`src/sv/bare_pkg.sv`:
```
`timescale 1ns / 1ps
`default_nettype none
package bare_pkg;
	localparam int SampleW = 32;
	localparam int CfgW = 16;
	localparam int SumW = 48;
	localparam int SqW = 64;
	localparam int DivW = 64;
	localparam logic [0:0] RegSpb = 1'b0;
	localparam logic [0:0] RegBlk = 1'b1;

	typedef enum logic [3:0] {
		ST_ACC,
		ST_DIV_MEAN,
		ST_SQ_MEAN,
		ST_DIV_RMEAN,
		ST_SQ_RMEAN,
		ST_DIV_MSQ,
		ST_DIV_VAR,
		ST_SQRT,
		ST_OUT
	} state_t;
endpackage
`default_nettype wire

```
`src/sv/block_average_running_error.sv`:
```
`timescale 1ns / 1ps
`default_nettype none
// Channel   Direction  Contents
// s_axis    in         tdata[31:0] sample
// m_axis    out        tdata[15:0] block_index, [47:16] running_mean,
//                      [79:48] running_error; tlast last_block
// cfg       in         wr_en, wr_index, wr_data
// A sample that does not end a block is added to the block sum.
// A sample that ends a block starts a sequence of serial divides, squares and
// a square root; the result is valid once that sequence ends, and the first
// block, which needs no error term, skips the last two divides and the root.
// Reset clears all counters and sums; the result register holds while
// m_axis_tready is low, and input is held off until the result is taken.
module block_average_running_error (
	input  wire logic                  clk,
	input  wire logic                  arst_n,
	input  wire logic                  s_axis_tvalid,
	output logic                       s_axis_tready,
	input  wire logic [31:0]           s_axis_tdata,   // sample
	output logic                       m_axis_tvalid,
	input  wire logic                  m_axis_tready,
	output logic [79:0]                m_axis_tdata,   // block_index, running_mean, running_error
	output logic                       m_axis_tlast,   // last_block
	input  wire logic                  wr_en,
	input  wire logic [0:0]            wr_index,
	input  wire logic [bare_pkg::CfgW-1:0] wr_data
);
	import bare_pkg::*;

	state_t state_q, state_d;
	logic [CfgW-1:0] spb_q, blk_q, sib_q, done_q;
	logic signed [SumW-1:0] bsum_q, som_q;
	logic [SqW-1:0] sosq_q;
	logic fin_q;

	// Shared serial unit: restoring divider, shift-add multiplier, square root.
	logic [DivW-1:0] a_q, b_q, r_q, acc_q;
	logic [6:0] cnt_q;
	logic neg_q;
	logic [31:0] mag_q;
	logic signed [SumW-1:0] mean_q;
	logic [31:0] rmean_q, err_q;
	logic [SqW-1:0] m2_q;
	logic [CfgW-1:0] idx_q;
	logic ovalid_q, olast_q;

	logic [CfgW-1:0] spb_eff;
	logic signed [SumW-1:0] nsum;
	logic signed [SumW-1:0] som_nx;
	logic accept;
	logic [DivW:0] rem_sh;
	logic q_bit;
	logic [DivW-1:0] q_full;
	logic [SqW:0] mul_sum;
	logic [SqW-1:0] mul_next;
	logic [DivW+1:0] sq_rem, sq_try;

	assign spb_eff = (spb_q == '0) ? CfgW'(1) : spb_q;
	assign s_axis_tready = (state_q == ST_ACC) && !ovalid_q;
	assign accept = s_axis_tvalid && s_axis_tready;
	assign nsum = bsum_q + SumW'(signed'(s_axis_tdata));
	assign som_nx = som_q + mean_q;
	assign rem_sh = {r_q, a_q[DivW-1]};
	assign q_bit = rem_sh >= {1'b0, b_q};
	assign q_full = {a_q[DivW-2:0], q_bit};
	assign mul_sum = {1'b0, acc_q} + {1'b0, a_q[31:0], 32'd0};
	assign mul_next = mag_q[0] ? mul_sum[SqW:1] : {1'b0, acc_q[SqW-1:1]};
	assign sq_rem = {r_q, a_q[DivW-1:DivW-2]};
	assign sq_try = {acc_q, 2'b01};

	always_comb begin
		state_d = state_q;
		case (state_q)
			ST_ACC: if (accept && !fin_q && done_q < blk_q && sib_q + 1'b1 >= spb_eff)
				state_d = ST_DIV_MEAN;
			ST_DIV_MEAN: if (cnt_q == 7'd0) state_d = ST_SQ_MEAN;
			ST_SQ_MEAN: if (cnt_q == 7'd0) state_d = ST_DIV_RMEAN;
			ST_DIV_RMEAN: if (cnt_q == 7'd0) state_d = ST_SQ_RMEAN;
			ST_SQ_RMEAN: if (cnt_q == 7'd0) state_d = (idx_q == '0) ? ST_OUT : ST_DIV_MSQ;
			ST_DIV_MSQ: if (cnt_q == 7'd0) state_d = ST_DIV_VAR;
			ST_DIV_VAR: if (cnt_q == 7'd0) state_d = ST_SQRT;
			ST_SQRT: if (cnt_q == 7'd0) state_d = ST_OUT;
			ST_OUT: state_d = ST_ACC;
			default: state_d = ST_ACC;
		endcase
	end

	always_ff @(posedge clk or negedge arst_n) begin
		if (!arst_n) begin
			state_q <= ST_ACC;
			spb_q <= CfgW'(100);
			blk_q <= CfgW'(100);
			sib_q <= '0;
			bsum_q <= '0;
			done_q <= '0;
			som_q <= '0;
			sosq_q <= '0;
			fin_q <= 1'b0;
			ovalid_q <= 1'b0;
			cnt_q <= '0;
			a_q <= '0;
			b_q <= '0;
			r_q <= '0;
			acc_q <= '0;
			neg_q <= 1'b0;
			mag_q <= '0;
			mean_q <= '0;
			rmean_q <= '0;
			err_q <= '0;
			m2_q <= '0;
			idx_q <= '0;
			olast_q <= 1'b0;
		end else begin
			state_q <= state_d;
			if (wr_en) begin
				if (wr_index == RegSpb) spb_q <= wr_data;
				else spb_q <= spb_q;
				if (wr_index == RegBlk) blk_q <= wr_data;
			end
			if (ovalid_q && m_axis_tready) ovalid_q <= 1'b0;
			if (cnt_q != 7'd0) cnt_q <= cnt_q - 7'd1;
			case (state_q)
				ST_ACC: if (accept && !fin_q && done_q < blk_q) begin
					if (sib_q + 1'b1 >= spb_eff) begin
						sib_q <= '0;
						bsum_q <= '0;
						idx_q <= done_q;
						neg_q <= nsum[SumW-1];
						a_q <= DivW'(nsum[SumW-1] ? -nsum : nsum) << (DivW - SumW);
						b_q <= DivW'(spb_eff);
						r_q <= '0;
						cnt_q <= 7'(SumW - 1);
					end else begin
						sib_q <= sib_q + 1'b1;
						bsum_q <= nsum;
					end
				end
				ST_DIV_MEAN, ST_DIV_RMEAN, ST_DIV_MSQ, ST_DIV_VAR: begin
					if (q_bit) begin
						r_q <= DivW'(rem_sh - {1'b0, b_q});
						a_q <= {a_q[DivW-2:0], 1'b1};
					end else begin
						r_q <= rem_sh[DivW-1:0];
						a_q <= {a_q[DivW-2:0], 1'b0};
					end
					if (cnt_q == 7'd0) begin
						if (state_q == ST_DIV_MEAN) begin
							mean_q <= neg_q ? -signed'(q_full[SumW-1:0])
								: signed'(q_full[SumW-1:0]);
							mag_q <= q_full[31:0];
							a_q <= q_full;
							acc_q <= '0;
							cnt_q <= 7'd31;
						end else if (state_q == ST_DIV_RMEAN) begin
							rmean_q <= neg_q ? -q_full[31:0] : q_full[31:0];
							mag_q <= q_full[31:0];
							a_q <= q_full;
							acc_q <= '0;
							cnt_q <= 7'd31;
						end else if (state_q == ST_DIV_MSQ) begin
							if (q_full > m2_q)
								a_q <= q_full - m2_q;
							else
								a_q <= '0;
							b_q <= DivW'(idx_q);
							r_q <= '0;
							cnt_q <= 7'(DivW - 1);
						end else begin
							a_q <= {q_full[DivW-17:0], 16'd0};
							r_q <= '0;
							acc_q <= '0;
							cnt_q <= 7'd31;
						end
					end
				end
				ST_SQ_MEAN, ST_SQ_RMEAN: begin
					acc_q <= mul_next;
					mag_q <= mag_q >> 1;
					if (cnt_q == 7'd0) begin
						if (state_q == ST_SQ_MEAN) begin
							sosq_q <= sosq_q + (mul_next >> 16);
							som_q <= som_nx;
							neg_q <= som_nx < 0;
							a_q <= DivW'(som_nx < 0 ? -som_nx : som_nx) << (DivW - SumW);
							b_q <= DivW'(idx_q) + 1'b1;
							r_q <= '0;
							cnt_q <= 7'(SumW - 1);
						end else begin
							m2_q <= mul_next >> 16;
							a_q <= sosq_q;
							b_q <= DivW'(idx_q) + 1'b1;
							r_q <= '0;
							cnt_q <= 7'(DivW - 1);
							err_q <= '0;
						end
					end
				end
				ST_SQRT: begin
					a_q <= a_q << 2;
					if (sq_rem >= sq_try) begin
						r_q <= DivW'(sq_rem - sq_try);
						acc_q <= {acc_q[DivW-2:0], 1'b1};
					end else begin
						r_q <= DivW'(sq_rem);
						acc_q <= {acc_q[DivW-2:0], 1'b0};
					end
					if (cnt_q == 7'd0)
						err_q <= {acc_q[30:0], sq_rem >= sq_try};
				end
				ST_OUT: begin
					ovalid_q <= 1'b1;
					olast_q <= (done_q + 1'b1) == blk_q;
					done_q <= done_q + 1'b1;
					if (done_q + 1'b1 >= blk_q) fin_q <= 1'b1;
				end
				default: ;
			endcase
		end
	end

	assign m_axis_tvalid = ovalid_q;
	assign m_axis_tdata = {err_q, rmean_q, idx_q};
	assign m_axis_tlast = olast_q;
endmodule
`default_nettype wire
```
`config.mk`:
```
export PLATFORM = sky130hd
export DESIGN_NAME = block_average_running_error
export DESIGN_NICKNAME = d
export VERILOG_FILES = /design/src/sv/bare_pkg.sv /design/src/sv/block_average_running_error.sv
export SDC_FILE = /design/constraint.sdc
export NUM_CORES = 2
export LEC_CHECK = 0
export ABC_AREA = 0
export BUFFER_PORTS_ARGS = -buffer_cell sky130_fd_sc_hd__buf_2
export CAP_MARGIN = 20
export CELL_PAD_IN_SITES_DETAIL_PLACEMENT = 1
export CELL_PAD_IN_SITES_GLOBAL_PLACEMENT = 1
export CORE_MARGIN = 8
export CORE_UTILIZATION = 40
export DETAILED_ROUTE_END_ITERATION = 10
export GPL_ROUTABILITY_DRIVEN = 0
export PLACE_DENSITY_LB_ADDON = 0.25
export SLEW_MARGIN = 20
export SYNTH_ARGS = -nofsm -noshare
export SYNTH_HDL_FRONTEND = slang
export SYNTH_SLANG_ARGS = --single-unit
```
`constraint.sdc`:
```
create_clock -name clk -period 7.5 [get_ports clk]
set_clock_uncertainty 0.15 [all_clocks]
set_input_delay 0.75 -clock clk [delete_from_list [all_inputs] [get_ports clk]]
set_output_delay 0.75 -clock clk [all_outputs]
set_load 0.05 [all_outputs]
```
# After elaboration in Yosys (flattened, before gate mapping)
# Cells that the tools add are included.
word_totals:
  ff_bits: 703
  out_inout_bits: 83
  in_bits: 54
op_classes:
  order_cmp: 7
  reduce_logical: 38
  eq_ne: 28
  bitwise_logic: 3
  add_sub_neg: 15
  muxes: 77
op_table:
  columns: ["cell", "n"]
  rows:
  - ["two-way mux 64 bit", 29]
  - ["one-hot mux 64 bit (4 select lines)", 2]
  - ["one-hot mux 64 bit (3 select lines)", 2]
  - ["two-way mux 32 bit", 7]
  - ["two-way mux 48 bit", 4]
  - ["negation 48 bit", 3]
  - ["one-hot mux 32 bit (2 select lines)", 2]
  - ["subtractor 64 bit", 2]
  - [">= comparator 66 bit", 1]
  - ["adder 64 x 64 -> 65 bit", 1]
  - [">= comparator 65 x 64 -> 1 bit", 1]
  - ["adder 64 x 48 -> 64 bit", 1]
  - ["greater-than comparator 64 x 48 -> 1 bit", 1]
  - ["subtractor 64 x 48 -> 64 bit", 1]
  - ["adder 48 x 32 -> 48 bit", 1]
  - ["adder 48 bit", 1]
  - ["less-than comparator 48 x 1 -> 1 bit, second input constant", 1]
  - ["two-way mux 4 bit", 9]
  - ["two-way mux 7 bit", 5]
  - ["adder 16 x 1 -> 16 bit, second input constant", 2]
  - [">= comparator 16 bit", 2]
  - ["logical NOT 16 bit", 2]
  - ["two-way mux 16 bit", 2]
  - ["negation 32 bit", 1]
  - ["34 further kinds", 85]

# Depth between registers and ports, before layout
depth:
  ltp_word: 8
  ltp_mapped: 30
  ltp_nobuf: 27

# Worst setup path before layout
# Ideal clock, no wire load.
synth_timing:
  path_kind: "register to register"
  from: "register r_q[50]"
  to: "register a_q[47]"
  path_stages_with_launch: 26
  t_required_ps: 7210
  setup_time_ps: 140
  path_slack_ps: 958
  arrival_time_ps: 6251
  path_buffers: 3
  period_less_slack_ps: 6542
  cell_sequence: "dfrtp_1 > or3_1 > or2_1 > or3_1 > clkbuf_1 > or4_1 > or3_1 > clkinv_1 > o211ai_1 > inv_2 > clkbuf_1 > clkbuf_1 > ha_1 > nor2b_1 > o31a_1 > or3_1 > a221o_1 > a221oi_1 > o21ai_0 > o21ai_0 > o21ai_0 > a211oi_1 > o21ai_0 > xor2_1 > a22oi_1 > o211ai_1"
synth_between:
  elab_chain_cells: 8
  word_cells_on_any_way: 9
  cone_classes: "add/sub (1); order compare (2); mux (6)"
synth_rtl:
  columns: ["item", "line_no", "text"]
  rows:
  - ["start: declaration", "block_average_running_error.sv:37", "logic [DivW-1:0] a_q, b_q, r_q, acc_q;"]
  - ["start signal: assignment", "block_average_running_error.sv:140", "r_q <= DivW'(rem_sh - {1'b0, b_q});"]
  - ["start signal: assignment", "block_average_running_error.sv:143", "r_q <= rem_sh[DivW-1:0];"]
  - ["start signal: assignment", "block_average_running_error.sv:201", "r_q <= DivW'(sq_rem - sq_try);"]
  - [">= comparator 65 x 64 -> 1 bit (*)", "block_average_running_error.sv:64", "assign q_bit = rem_sh >= {1'b0, b_q};"]
  - ["subtractor 64 x 48 -> 64 bit / greater-than comparator 64 x 48 -> 1 bit (equally long branches)", "block_average_running_error.sv:162, block_average_running_error.sv:161", null]
  - ["two-way mux 64 bit (*)", "block_average_running_error.sv:161", "if (q_full > m2_q)"]
  - ["two-way mux 64 bit (*)", "block_average_running_error.sv:160", "end else if (state_q == ST_DIV_MSQ) begin"]
  - ["two-way mux 64 bit (*)", "block_average_running_error.sv:154", "end else if (state_q == ST_DIV_RMEAN) begin"]
  - ["two-way mux 64 bit (*)", "block_average_running_error.sv:147", "if (state_q == ST_DIV_MEAN) begin"]
  - ["two-way mux 64 bit (*)", "block_average_running_error.sv:146", "if (cnt_q == 7'd0) begin"]
  - ["one-hot mux 64 bit (4 select lines) (*)", "block_average_running_error.sv:122", "case (state_q)"]
  - ["end signal: assignment", "block_average_running_error.sv:144", "a_q <= {a_q[DivW-2:0], 1'b0};"]
  - ["end signal: assignment", "block_average_running_error.sv:151", "a_q <= q_full;"]
  - ["end signal: assignment", "block_average_running_error.sv:157", "a_q <= q_full;"]
  - ["end: declaration", "block_average_running_error.sv:37", null]
# Every way passes the cells marked *; elsewhere a longest branch is shown, timed or not.
# A chain may end at the register's enable or synchronous reset.

# Final worst setup path
layout_timing:
  from: "register r_q[0]"
  to: "register a_q[58]"
# Same word-level chain as after synthesis.

==> metrics <==
status=completed; area of the multi-input gates=around 33000 µm²; Pwr per Cell Area=364 nW/µm²; WP data arrival=between 7 and 8 ns; Async S/R FF share, synth=100%; critical path fanouts, max=6; reg2reg end=a_q[58]$_DFFE_PN0P_; Worst Hold End=m_axis_tvalid$_DFFE_PN0P_; placed cell count=roughly 7900; synth warn=0; largest area contributor in the netlist=dfrtp_1; Hold/Removal Path Class=primary input to flip-flop; CTS tree=done; layout cells sized above 1=just over 8%; minimum clock period=between 6 and 7 ns; gr ovfl total=0; initial antenna violation count=0; P&R area growth vs syn=11.0%; synth unique cells=95; num ports=137; Area after DPL=~54000 µm²; clock buffer depth=3; period utilization=~93%; Setup Buffers After CTS=0; Non-Filler Instances=8067; VDD IR-drop max=just over 0.4 mV; most frequent CP cell=o21ai_0; drt first pass iters=7; sequential-to-total area share from yosys stat=between 30% and 40%; clock latency on the worst-skew pair=~0.7 ns; Hold Path Depth=2; Post-route DRC=0; Synth Net Count=about 6700; Root Buffer=clkbuf_16; actual slew at the worst max-slew pin=between 1 and 1.5 ns; Diodes inserted=0; Finished Cell Area=between 50000 and 60000 µm²; FF+latch count, synth=656; Mapped Area=slightly above 50000 µm²; Starting Density=approximately two fifths; FF-to-FF path depth=27; Rel. slew slack=25.8%; All-Layer GR Usage=a little over a quarter; fmax=between 0.1 and 0.15 GHz; Leak=26.4 nW; critical hold path startpoint=m_axis_tready; Setup Viol. Count Final=0; die width=~380 µm; final setup TNS=0 ns; total core area=approximately 130000 µm²; syn avg cell area=8.25 µm²; EDFF count, synth=0; CTS clock-pin slew for the worst setup and hold paths=around 0.060 ns; CTS Sinks=~660; CP Capture Type=flip-flop; post-DR wirelength/cell=24.3 µm; dpl hpwl=around 140 mm; largest net degree at the start of global routing=approximately 160; Die Ht=376 µm; CTS buffer count=83; Slew Limit Fails=0; Startpoint Class=flip-flop; ranking of synthesized cells by area=dfrtp_1 (31%), ha_1 (8.7%), o21ai_0 (6.2%); Routed Wire Length=196 mm; most used flip-flop cell after synthesis=dfrtp_1; H-tree depth=3; Vias=around 49000; RR Startpoint=r_q[0]$_DFFE_PN0P_; unrepaired setup endpoints after global routing=false; DRT iter0 DRCs=between 4000 and 5000; CP max stage cell=a311oi_1; Final ANT Viol Nets=0; row count=132; MaxCap Viol Count=0; Critical Setup Path Class=flip-flop to flip-flop; top cells by count, synth=nand2_1 (837), dfrtp_1 (650), o21ai_0 (638), a21oi_1 (409), ha_1 (362); port bufs=roughly 140; post-synth top area share=between 30% and 40%; final net count=about 6700; first-pass GRT wire length=306 mm; FILL cells=15400; worst reg2reg setup slack=0.51 ns; full die area=around 140000 µm²; final hold violation count=0; vias in the first global route=around 50000; FF+latch area=about 16000 µm²; crit-path max cell delay=around 0.54 ns; Vias/cell=a little over 6; most frequent cell after synthesis=nand2_1; Cells after Synth=6280; Crit path required time=7.92 ns
metal layers:
| layer | track usage [%] | part of all wire (%) | up-vias |
|---|---|---|---|
| met2 | 44.2 | 46 | 1347 |
| met4 | 11.1 | 4.4 | 0 |
| met1 | 35.5 | 44 | 24700 |
| met3 | 4.20 | 5.8 | 369 |
| li1 | - | - | 22800 |
| met5 | 0 | 0 | - |
timing repair:
action,CTS,global route
hold buffers,1,0
setup endpoints to repair,0,1
endpoints found under the hold margin,44,0
gates resized for setup,0,1
registers in the layout (all words and copies together), names as in the netlist, 17 cells and up:
| name | flops |
|---|---|
| mean_q | 48 |
| bsum_q | 48 |
| mag_q | 32 |
| b_q | 17 |
| sosq_q | 64 |
| m2_q | 48 |
| r_q | 64 |
| acc_q | 64 |
| som_q | 48 |
| a_q | 64 |
| err_q | 32 |
| rmean_q | 32 |
cell usage in the layout (no fill, tap or decap), types with 43 or more instances in the layout:
| cell | netlist | final |
|---|---|---|
| o21a_1 | 52 | 52 |
| buf_2 | 8 | 135 |
| inv_1 | 316 | 316 |
| nand3_1 | 97 | 95 |
| a22oi_1 | 111 | 111 |
| nand4_1 | 87 | 87 |
| or3_1 | 59 | 59 |
| nor2b_1 | 53 | 52 |
| a22o_1 | 52 | 52 |
| and3_1 | 66 | 66 |
| o211ai_1 | 52 | 52 |
| a21oi_1 | 409 | 409 |
| ha_1 | 362 | 362 |
| dfrtp_1 | 650 | 649 |
| a31oi_1 | 49 | 49 |
| nand2b_1 | 50 | 50 |
| mux2i_1 | 101 | 101 |
| nor4_1 | 44 | 43 |
| buf_4 | 2 | 120 |
| nor2_1 | 281 | 271 |
| o21ai_0 | 638 | 638 |
| o21bai_1 | 46 | 45 |
| xnor2_1 | 255 | 255 |
| nand2_1 | 837 | 834 |
| o31ai_1 | 78 | 78 |
| nor3_1 | 100 | 98 |
| clkbuf_16 | 0 | 85 |
| a21o_1 | 194 | 194 |
| xor2_1 | 250 | 250 |
| a222oi_1 | 103 | 103 |
stage by stage:
step | total power, mW | worst slack, ns | hold WS, ns | util (%)
2_1_floorplan | 12.4 | 0.958 | 0.278 | -
3_3_place_gp | 15.9 | 0.779 | 0.306 | 42.2
3_5_place_dp | 16.1 | 0.651 | 0.311 | 42.2
4_1_cts | 20.8 | 0.510 | 0.0300 | 44.5
5_1_grt | 22.2 | 0.00281 | 0.0762 | 44.6
6_report | 20.9 | 0.507 | 0.0779 | 44.6
cells by family (layout without fill, tap and decap cells):
group / after synthesis / after routing / share of synthesized area (%)
XOR/XNOR: 505 / 505 / 8.54
AO/OA/AOI/OAI: 2103 / 2103 / 26.5
AND/OR/NAND/NOR: 1827 / 1827 / 16.6
buffers and inverters: 688 / 733 / 5.02
adder cells (fa/ha/maj): 368 / 368 / 8.98
flip-flops: 656 / 656 / 31.7
multiplexers: 133 / 133 / 2.65
how the worst max path moves through the flow:
| stage | start | to | slack, ns | cells past startpoint |
|---|---|---|---|---|
| after floorplan | r_q[50]$_DFFE_PN0P_ | a_q[47]$_DFFE_PN0P_ | 0.96 | 25 |
| after global placement | r_q[35]$_DFFE_PN0P_ | a_q[58]$_DFFE_PN0P_ | 0.78 | 27 |
| after detailed placement | r_q[35]$_DFFE_PN0P_ | a_q[58]$_DFFE_PN0P_ | 0.65 | 27 |
| after CTS | r_q[35]$_DFFE_PN0P_ | a_q[58]$_DFFE_PN0P_ | 0.51 | 27 |
| after global routing | r_q[0]$_DFFE_PN0P_ | a_q[58]$_DFFE_PN0P_ | 0.003 | 27 |
| final | r_q[0]$_DFFE_PN0P_ | a_q[58]$_DFFE_PN0P_ | 0.51 | 27 |
worst max-delay path, delay by kind of cell (launching register included):
kind / cells / cell delay (ns)
flops: 1 / 0.46
xor+xnor: 1 / 0.14
buf+inv: 3 / 0.39
simple gates: 4 / 0.53
fa+ha+maj: 3 / 0.90
compound gates: 16 / 4.31
where the power goes:
group	switching [mW]	total (mW)	internal, mW
logic	7.23	11.4	4.16
clock network	1.79	4.56	2.77
registers	0.901	5.00	4.10
total	9.92	20.9	11.0
layout make-up:
type / instances / share of cell area [%]
Multi-Input combinational cell: 4936 / 57.2
Sequential cell: 656 / 28.6
Clock buffer: 117 / 4.26
Tap cell: 1742 / 3.79
Timing Repair Buffer: 263 / 2.99
Inverter: 319 / 2.08
Clock inverter: 34 / 1.06
(Power assumes the default switching activity.)
